==> src/ctl_pkg.sv <==
// Shared types and constants for the change-compressed tick log.
// Used by the RAM wrapper users, the datapath, the controller and the top level.
package ctl_pkg;

  // Store geometry.
  localparam int LOG_DEPTH  = 1024;
  localparam int AXIS_COUNT = 4;
  localparam int AXIS_SLOTS = 4;
  localparam int WORD_W     = 32;
  localparam int HELD_W     = 11;
  localparam int IDX_W      = $clog2(LOG_DEPTH);
  localparam int CNT_W      = $clog2(LOG_DEPTH + 1);
  localparam int PAY_W      = WORD_W * (AXIS_COUNT + 1);

  // Operation codes carried by the mode field.
  localparam logic [1:0] MODE_RECORD = 2'd0;
  localparam logic [1:0] MODE_LOOKUP = 2'd1;
  localparam logic [1:0] MODE_CLEAR  = 2'd2;

  // Read address selection for both stores.
  typedef enum logic [1:0] {
    RD_LAST  = 2'd0,
    RD_FIRST = 2'd1,
    RD_MID   = 2'd2,
    RD_LO    = 2'd3
  } ctl_rd_sel_t;

  // Commands from the controller to the datapath.
  typedef struct packed {
    logic        load_req;
    logic        rd_en;
    ctl_rd_sel_t rd_sel;
    logic        stage_clr;
    logic        set_ok;
    logic        raise;
    logic        append;
    logic        clear;
    logic        init_search;
    logic        step;
    logic        capture;
    logic        load_out;
  } ctl_cmd_t;

  // Status from the datapath to the controller.
  typedef struct packed {
    logic [1:0] mode;
    logic       cnt_zero;
    logic       full;
    logic       tick_gt;
    logic       same;
    logic       lo_lt_hi;
  } ctl_sts_t;

endpackage

==> src/ctl_controller.sv <==
// Controller state machine for the tick log: sequences record, lookup and clear
// through the datapath and owns the input and output handshakes. Depends on ctl_pkg.
module ctl_controller (
  input  logic              clk,
  input  logic              rst,
  input  logic              in_valid,
  output logic              in_ready,
  output logic              out_valid,
  input  logic              out_ready,
  input  ctl_pkg::ctl_sts_t sts,
  output ctl_pkg::ctl_cmd_t cmd
);
  import ctl_pkg::*;

  typedef enum logic [10:0] {
    S_IDLE    = 11'b000_0000_0001,
    S_DECODE  = 11'b000_0000_0010,
    S_REC_RD  = 11'b000_0000_0100,
    S_REC_CHK = 11'b000_0000_1000,
    S_APPEND  = 11'b000_0001_0000,
    S_LK_RD0  = 11'b000_0010_0000,
    S_LK_CHK0 = 11'b000_0100_0000,
    S_LK_LOOP = 11'b000_1000_0000,
    S_LK_CMP  = 11'b001_0000_0000,
    S_LK_GOT  = 11'b010_0000_0000,
    S_RESP    = 11'b100_0000_0000
  } ctl_state_t;

  ctl_state_t state;
  ctl_state_t state_next;
  logic       in_fire;
  logic       out_free;

  assign in_ready = (state == S_IDLE);
  assign in_fire  = in_valid && in_ready;
  assign out_free = !out_valid || out_ready;

  // Next state and command decode.
  always_comb begin
    state_next = state;
    cmd        = '0;
    cmd.rd_sel = RD_LAST;
    unique case (state)
      S_IDLE: begin
        if (in_fire) begin
          cmd.load_req = 1'b1;
          state_next   = S_DECODE;
        end
      end
      S_DECODE: begin
        cmd.stage_clr = 1'b1;
        priority if (sts.mode == MODE_RECORD) begin
          state_next = sts.cnt_zero ? S_APPEND : S_REC_RD;
        end else if (sts.mode == MODE_LOOKUP) begin
          state_next = sts.cnt_zero ? S_RESP : S_LK_RD0;
        end else if (sts.mode == MODE_CLEAR) begin
          cmd.clear  = 1'b1;
          cmd.set_ok = 1'b1;
          state_next = S_RESP;
        end else begin
          state_next = S_RESP;
        end
      end
      S_REC_RD: begin
        cmd.rd_en  = 1'b1;
        cmd.rd_sel = RD_LAST;
        state_next = S_REC_CHK;
      end
      S_REC_CHK: begin
        // Older tick is refused; an unchanged snapshot only raises latest; a full log refuses a change.
        priority if (sts.tick_gt) begin
          state_next = S_RESP;
        end else if (sts.same) begin
          cmd.raise  = 1'b1;
          cmd.set_ok = 1'b1;
          state_next = S_RESP;
        end else if (sts.full) begin
          state_next = S_RESP;
        end else begin
          state_next = S_APPEND;
        end
      end
      S_APPEND: begin
        cmd.append = 1'b1;
        cmd.set_ok = 1'b1;
        state_next = S_RESP;
      end
      S_LK_RD0: begin
        cmd.rd_en  = 1'b1;
        cmd.rd_sel = RD_FIRST;
        state_next = S_LK_CHK0;
      end
      S_LK_CHK0: begin
        // A query below the first tick has no floor entry.
        if (sts.tick_gt) begin
          state_next = S_RESP;
        end else begin
          cmd.init_search = 1'b1;
          state_next      = S_LK_LOOP;
        end
      end
      S_LK_LOOP: begin
        cmd.rd_en = 1'b1;
        if (sts.lo_lt_hi) begin
          cmd.rd_sel = RD_MID;
          state_next = S_LK_CMP;
        end else begin
          cmd.rd_sel = RD_LO;
          state_next = S_LK_GOT;
        end
      end
      S_LK_CMP: begin
        cmd.step   = 1'b1;
        state_next = S_LK_LOOP;
      end
      S_LK_GOT: begin
        cmd.capture = 1'b1;
        cmd.set_ok  = 1'b1;
        state_next  = S_RESP;
      end
      S_RESP: begin
        if (out_free) begin
          cmd.load_out = 1'b1;
          state_next   = S_IDLE;
        end
      end
      default: begin
        state_next = S_IDLE;
      end
    endcase
  end

  // State and output valid registers.
  always_ff @(posedge clk) begin
    if (rst) begin
      state     <= S_IDLE;
      out_valid <= 1'b0;
    end else begin
      state <= state_next;
      if (cmd.load_out) begin
        out_valid <= 1'b1;
      end else if (out_ready) begin
        out_valid <= 1'b0;
      end
    end
  end

  // The result register is only overwritten once its word has been taken.
  a_load_free: assert property (@(posedge clk) disable iff (rst)
    cmd.load_out |-> (!out_valid || out_ready))
    else $error("result loaded over a pending word");

  // Each accepted word yields exactly one result before the next is taken.
  a_one_result: assert property (@(posedge clk) disable iff (rst)
    (state == S_RESP) && out_free |=> (state == S_IDLE) && out_valid)
    else $error("result not delivered on leaving response state");

endmodule

==> config.mk <==
export PLATFORM = sky130hd
export DESIGN_NAME = ctl_controller
export DESIGN_NICKNAME = d
export VERILOG_FILES = /design/src/ctl_pkg.sv /design/src/ctl_controller.sv
export SDC_FILE = /design/constraint.sdc
export NUM_CORES = 1
export LEC_CHECK = 0
export BUFFER_PORTS_ARGS = -buffer_cell sky130_fd_sc_hd__buf_4
export CAP_MARGIN = 25
export CORE_ASPECT_RATIO = 0.8
export CORE_UTILIZATION = 36
export DETAILED_ROUTE_END_ITERATION = 8
export GPL_TIMING_DRIVEN = 1
export SYNTH_ARGS = -nofsm -noshare
export SYNTH_HDL_FRONTEND = slang
export SYNTH_SLANG_ARGS = --single-unit
==> constraint.sdc <==
create_clock -name clk -period 5.2 [get_ports clk]
set_input_delay 0.26 -clock clk [delete_from_list [all_inputs] [get_ports clk]]
set_output_delay 0.26 -clock clk [all_outputs]
set_load 0.1 [all_outputs]
# After elaboration in Yosys (flattened, before gate mapping)
# Index checks and enable logic that the tools add are counted.
# Widths: inputs -> output; s select.
dict set report op_classes {
  n_eq_ne 15
  muxes 34
  n_reduce_logical 7
}
# op count
set ops {}
lappend ops {{$pmux 11 s10} 1}
lappend ops {{$mux 11} 9}
lappend ops {{$mux 1} 18}
lappend ops {{$eq 11x1->1 const B} 1}
lappend ops {{$eq 11x10->1 const B} 1}
lappend ops {{$eq 11x11->1 const B} 1}
lappend ops {{$eq 11x2->1 const B} 1}
lappend ops {{$eq 11x3->1 const B} 1}
lappend ops {{$eq 11x4->1 const B} 1}
lappend ops {{$eq 11x5->1 const B} 1}
lappend ops {{$eq 11x6->1 const B} 1}
lappend ops {{$eq 11x7->1 const B} 1}
lappend ops {{$eq 11x8->1 const B} 1}
lappend ops {{$eq 11x9->1 const B} 1}
lappend ops {{$mux 10} 1}
lappend ops {{$pmux 3 s3} 1}
lappend ops {{$mux 5} 1}
lappend ops {{$mux 2} 2}
lappend ops {{$pmux 1 s3} 1}
lappend ops {{$eq 2x1->1 const B} 1}
lappend ops {{$eq 2x2->1 const B} 1}
lappend ops {{$logic_not 2->1} 1}
lappend ops {{$ne 2x1->1 const B} 1}
lappend ops {{$ne 2x2->1 const B} 1}
lappend ops {{6 further kinds} 6}
dict set report totals {
  regBits 12
  inputBits 11
  output_inout_bits 15
}

# Logic depth before layout (Yosys ltp)
# Gate-level depths: netlist of run 1.
dict set report depth {
  ltp_word 5
  ltp_mapped 5
  mapped_depth_nobuf 4
}

# Least setup slack after synthesis of run 1
# No wires, ideal clock.
dict set report synth_timing {
  kind {register -> register}
  from {register state[5]}
  to {register state[1]}
  setup_time_ps 68
  arrival_time_ps 5171
  t_required_ps 5132
  slack_ps -38
  stages_incl_launch_ff 6
  synth_period_minus_slack_ps 5238
  path_cell_list {dfxtp_1 > buf_4 > or4_4 > nor4_1 > and2_1 > nor2b_1}
}
dict set report synth_via {
  elab_chain_len 4
}
# item line
set synth_rtl {}
lappend synth_rtl {{start: declaration} ctl_controller.sv:29} ;# ctl_state_t state;
lappend synth_rtl {{start signal: assignment} ctl_controller.sv:139} ;# state <= state_next;
lappend synth_rtl {{$eq 11x1->1 *} ctl_controller.sv:34} ;# assign in_ready = (state == S_IDLE);
lappend synth_rtl {{via in_ready} ctl_controller.sv:7} ;# output logic in_ready,
lappend synth_rtl {{$logic_and 1x1->1} ctl_controller.sv:35} ;# assign in_fire = in_valid && in_ready;
lappend synth_rtl {{$ne 2x1->1 (no line)} -}
lappend synth_rtl {{$reduce_and 2->1 (no line)} -}
# The timed path passes the listed nets; every way through them passes the cells marked *.
# A chain may end at the register's enable or synchronous reset.

==> summary.txt, run 1 <==
Power and ir drop
  – Peak supply drop: 0.152 mV
  – Pleak: 0.456 nW
  – Pwr per Cell Area: 233 nW/um2

Cells and area
  – Reg area: roughly 240 um2
  – Layout cells sized above 1: 0.286
  – # diodes: 0
  – Area grow syn2layout: 28.8%
  – # fillers: 198
  – Multi-input logic area: 507 um2
  – # nets final: 138

GRT
  – Vias in the first global route: 728
  – Global-route wire length before repair: 3450 um
  – Largest net degree at the start of global routing: 11
  – Remaining Overflow, GRT: 0
  – Gr usage total: 0.207
  – Initial antenna violation count: 0

CTS
  – Clk root buf: clkbuf_4
  – Clk_lat worst skew: about 0.28 ns
  – CTS max path bufs: 2
  – CTS clk-pin slew, worst paths: 0.08 ns
  – TritonCTS clock tree: built
  – CTS resizes: 0
  – Clock sinks: 12
  – Number of CTS-inserted buffers: 3
  – CTS Hold Buffers Added: 0
  – Post-CTS setup buffers: 0
  – H-Tree Depth: 1

Flow run
  – Number of max-cap violations: 0

Die
  – # IOs: 26
  – Core Region: slightly below 2000 um2
  – Num rows: 14
  – Die ar.: 2400 um2
  – DIE WIDTH: 54.5 um
  – Initial Util: 0.401
  – Chip height: 44.0 um

Worst setup path
  – Required @ worst endpoint: 4.94 ns
  – WP data arrival: around 2.5 ns
  – Crit path max fanout: 9
  – CP Capture Type: output port
  – Critical path startpoint category: register
  – CP Class: register to output port

Route
  – DRC: 0
  – Starting DRT DRC Count: 28
  – DR WL/cell: ~14 um
  – Total number of vias: 854
  – Post-DRT Antenna Nets: 0
  – DRT Wirelength: 2050 um
  – Via-per-instance ratio: 5.69
  – Drt first pass iters: 4

Placement
  – Number of port buffers: 25
  – Post-DP HPWL: 1540 um
  – RePlAce Congestion: 0.848

Outcome
  – Status: complete, no violations

Timing
  – FMAX: around 0.36 GHz
  – Final Hold Fails: 0
  – Final worst-path cycle share: 0.535
  – Slew margin rel.: 0.491
  – Slew @ Worst Pin: 0.757 ns
  – Fin crit period: between 2 and 3 ns
  – Unrepaired setup endpoints after global routing: no
  – Clock Skews: ~0.0028 ns
  – Worst hold margin: between 0.15 and 0.2 ns
  – Setup violators final: 0
  – Final TNS setup: 0 ns
  – Final max-slew violation count: 0

Yosys
  – Most common cell in the synthesized netlist: dfxtp_1
  – Top post-synthesis cells by area: dfxtp_1, nor3_1, nor2_1
  – Leading area contributor after synthesis: dfxtp_1
  – Syn Std Cell Area: approximately 800 um2
  – Synth Flop Type: dfxtp_1
  – Post-Syn Instances: 102
  – Post-synth EDFFs: 0
  – Synth Warn #: 0
  – Yosys reg bits: 12
  – Sequential cell area fraction in the yosys report: 0.302
  – Mapped Nets: 113
  – Post-synth ARST share: 0
  – Yosys top cell area share: 0.302
  – Syn_area_per_cell: 7.79 um2
  – Netlist cell types: 37
  – Synth top cells by count: dfxtp_1, nor2_1, nor3_1, inv_1, nor4_1

Hold path
  – HP Class: primary input to register
## logic make-up (layout without fill, tap and decap cells)
logic type | after synthesis | count (layout) | synth area share
simple gates | 61 | 61 | 0.465
compound gates | 15 | 15 | 0.132
xor+xnor | 3 | 3 | 0.0331
buf+inv | 11 | 35 | 0.0677
flops | 12 | 12 | 0.302
## placed cells by master (no fill, tap or decap), drive strengths merged, types with 2 or more instances in the layout
cell    count
nand4       2
xnor2       2
and3        5
or4         5
nor2       10
or3         3
nor4        7
nor3b       4
inv         6
or4b        2
nor3        8
a21oi       4
clkbuf      4
and2        3
nand2b      3
buf        25
dfxtp      12
nand2       4
o21ai       2
nor2b       2
## registers in the layout, indices dropped and copies added, names as in the netlist
register,count
out_valid,1
state,11
## through the flow
| step | instance area [um2] | power (W) | std cells | utilization | setup slack, ns |
|---|---|---|---|---|---|
| 6_report | 1020 | 0.000239 | 150 | 0.517 | 2.42 |
| 5_1_grt | 1020 | 0.000252 | 150 | 0.517 | 2.20 |
| 4_1_cts | 1020 | 0.000241 | 150 | 0.517 | 2.47 |
| 3_5_place_dp | 987 | 0.000164 | 146 | 0.499 | 2.79 |
| 3_3_place_gp | 987 | 0.000164 | 146 | 0.499 | 2.74 |
| 2_1_floorplan | 801 | 0.000147 | 102 | - | 0.330 |
## path summary, 6_finish.rpt
path                                  to  slack [ns]     start  cells after the start
worst max-delay path             cmd[11]        2.42  state[3]                      4
worst min register to register  state[3]        0.57  state[2]                      2
worst max register to register  state[0]        3.07  state[3]                      4
worst min-delay path            state[2]        0.16    sts[5]                      2
## layout make-up
type                            count  share of cell area
Tap cell                           24              0.0293
Sequential cell                    12               0.235
Clock buffer                        4              0.0355
Inverter                            6              0.0220
Timing Repair Buffer               25               0.183
Multi-Input combinational cell     79               0.495
## report_power, final
group | switching, W | total (W) | internal (W)
Clock | 0.0000336 | 0.0000762 | 0.0000427
Sequential | 0.00000461 | 0.0000986 | 0.0000940
Combinational | 0.0000433 | 0.0000641 | 0.0000208
## critical path, stage by stage, from the launching register on
cell	delay [ns]
dfxtp_1	0.38
nor4_2	0.64
nand2_1	0.27
o41ai_1	0.56
buf_4	0.39
## routing by layer
layer,global-route usage,wire (um),vias up,part of all wire
met5,0,0,-,0
met4,0.0769,26,0,0.013
met3,0.0722,130,4,0.063
met2,0.276,825,26,0.40
met1,0.302,1070,388,0.52
li1,-,-,436,-
Power figures use the tool's default switching activity.
==> run 2, diff against run 1 <==
==> constraint.sdc (replaced) <==
create_clock -name clk -period 2.6 [get_ports clk]
set_input_delay 0.13 -clock clk [delete_from_list [all_inputs] [get_ports clk]]
set_output_delay 0.13 -clock clk [all_outputs]
set_load 0.1 [all_outputs]
==> run 2 against run 1 <==
  * Flip-flop and latch count did not move
  * Sequential share of layout area fell by 1.9 points
  * Sequential power rose by 100%
  * Critical endpoint is now cmd[7]
==> summary.txt, run 2 (synthesized netlist as in run 1, its figures left out) <==
Cells and area
  – Layout cells sized above 1: 0.375 (+0.0893)
  – Most common cell after layout, fill and taps aside: buf_4
  – # nets final: 140 (+1.4%)
  – Area grow syn2layout: 39.8%
  – Biggest regs: state: 11 flops, out_valid: 1 flops
  – # diodes: 0 (unchanged)
  – Most flop-heavy register: state
  – # fillers: 197 (-0.51%)
  – Largest register FFs: 11 (unchanged)
  – Most frequent cells in the layout: buf_4, dfxtp_1, nor2_1, nor3_1, inv_1

Power and ir drop
  – Clk pwr share: 0.317 (-0.002)
  – Combinational share of power: 0.288 (+0.020)
  – Peak supply drop: 0.370 mV (+140%)
  – Int Pwr: 0.000324 W (+110%)
  – NetSw: 0.000178 W (+120%)
  – Pleak: 0.482 nW (+5.5%)
  – Switching fraction of total power: 0.354 (+0.0132)
  – Sequential Power Share: 0.395 (-0.018)
  – Pwr per Cell Area: 451 nW/um2 (+93%)

CTS
  – CTS resizes: 1 (+1)
  – H-Tree Depth: 1 (unchanged)
  – Number of CTS-inserted buffers: 3 (unchanged)
  – Clk_lat worst skew: 0.29 ns (about the same)
  – CTS clk-pin slew, worst paths: 0.09 ns (about the same)
  – Post-CTS setup buffers: 0 (unchanged)
  – Clock sinks: 12 (unchanged)
  – CTS Hold Buffers Added: 0 (unchanged)
  – CTS max path bufs: 2 (unchanged)
  – TritonCTS clock tree: built
  – Clk root buf: clkbuf_4

Worst setup path
  – Crit-path cells: or4_4 > nor4_2 > and3_2 > a211o_2 > buf_4
  – Required @ worst endpoint: 2.47 ns (-2.47 ns)
  – WP data arrival: 2.35 ns (-0.17 ns)
  – Crit path max fanout: 9 (unchanged)
  – Worst path bufs/invs: 1 (unchanged)
  – Max stage delay on crit path: 0.62 ns (-0.02 ns)
  – Crit path max-delay family: simple AND/OR/NAND/NOR gates
  – CP Capture Type: output port
  – CP Class: register to output port
  – Max stage delay cell, worst path: or4_4
  – Critical path startpoint category: register

Die
  – Die ar.: 2400 um2 (unchanged)
  – DIE WIDTH: 54.5 um (unchanged)
  – # IOs: 26 (unchanged)
  – Chip height: 44.0 um (unchanged)
  – Core Region: 1980 um2 (unchanged)
  – Num rows: 14 (unchanged)
  – Initial Util: 0.401 (unchanged)

Timing
  – Final Hold Fails: 0 (unchanged)
  – Fin crit period: around 2.5 ns
  – Worst hold margin: 0.0222 ns (-0.134 ns)
  – Unrepaired setup endpoints after global routing: no
  – Setup violators final: 0 (unchanged)
  – Final worst slack: 0.124 ns (-2.29 ns)
  – Final max-slew violation count: 0 (unchanged)
  – Clock Skews: 0.00504 ns (+0.00222 ns)
  – Slew @ Worst Pin: 0.444 ns (-0.312 ns)
  – Slew margin rel.: 0.703 (+0.212)
  – FMAX: 0.404 GHz
  – Final worst-path cycle share: 0.952

GRT
  – Vias in the first global route: 727 (-0.14%)
  – Global-route wire length before repair: 3460 um (+0.38%)
  – Remaining Overflow, GRT: 0 (unchanged)
  – Gr usage total: 0.206 (-0.000584)
  – Largest net degree at the start of global routing: 11 (unchanged)
  – Initial antenna violation count: 0 (unchanged)

Route
  – DR WL/cell: 14.0 um (+2.3%)
  – Drt first pass iters: 4 (unchanged)
  – Via-per-instance ratio: 5.56 (-2.4%)
  – Starting DRT DRC Count: 17 (-39%)
  – Post-DRT Antenna Nets: 0 (unchanged)
  – Total number of vias: 845 (-1.1%)
  – DRT Wirelength: 2130 um (+3.7%)
  – DRC: 0 (unchanged)

Flow run
  – Number of max-cap violations: 0 (unchanged)

Hold path
  – HP Class: primary input to register

Placement
  – Number of port buffers: 25 (unchanged)
  – RePlAce Congestion: 0.869 (+2.5%)
  – Post-DP HPWL: 1580 um (+2.6%)
  – Pre-CTS setup slack: 0.323 ns (-2.46 ns)

Outcome
  – Status: complete, no violations
==> run 2: changes by cell type in the layout (fill, tap and decap cells not counted), moves of 2 or more <==
cell | previous run | this run
nor4_4 | 0 | 2
nor4_1 | 5 | 3
buf_4 | 25 | 27
and2_1 | 3 | 1
==> run 2: power by group through the flow <==
stage | registers, W | logic, W | clock network, W
after floorplan | 0.000197 | 0.000108 | 0
after global placement | 0.000202 | 0.000146 | 0
after detailed placement | 0.000202 | 0.000144 | 0
after CTS | 0.000198 | 0.000145 | 0.000164
after global routing | 0.000199 | 0.000152 | 0.000176
final | 0.000198 | 0.000144 | 0.000159
==> run 2: worst paths after layout <==
path / cells past startpoint / start / slack [ns] / end
worst min register to register: 2 / state[2] / 0.60 / state[3]
worst min-delay path: 2 / sts[0] / 0.02 / state[9]
worst max register to register: 4 / state[4] / 0.47 / state[5]
worst max-delay path: 5 / state[4] / 0.12 / cmd[7]
==> run 2: layout make-up <==
class	instances	area, um2	area share
clock buffer	4	36.3	0.0327
tap	24	30.0	0.0270
inverter	6	22.5	0.0203
timing repair buffer	27	203	0.182
multi-input combinational	79	579	0.521
sequential	12	240	0.216
==> run 2: per-stage QoR <==
step	util	instances	TNS (ns)	total power, W	instance area (um2)
6_report	0.561	152	0	0.000501	1110
5_1_grt	0.561	152	0	0.000527	1110
4_1_cts	0.561	152	0	0.000507	1110
3_5_place_dp	0.540	148	0	0.000346	1070
3_3_place_gp	0.540	148	0	0.000347	1070
2_1_floorplan	-	102	-0.351	0.000305	871
==> run 2: per-layer routing <==
layer | up-vias | share of wire | GRT usage
li1 | 434 | - | -
met1 | 388 | 0.52 | 0.314
met2 | 21 | 0.42 | 0.266
met3 | 2 | 0.048 | 0.0722
met4 | 0 | 0.0066 | 0.0615
met5 | - | 0 | 0
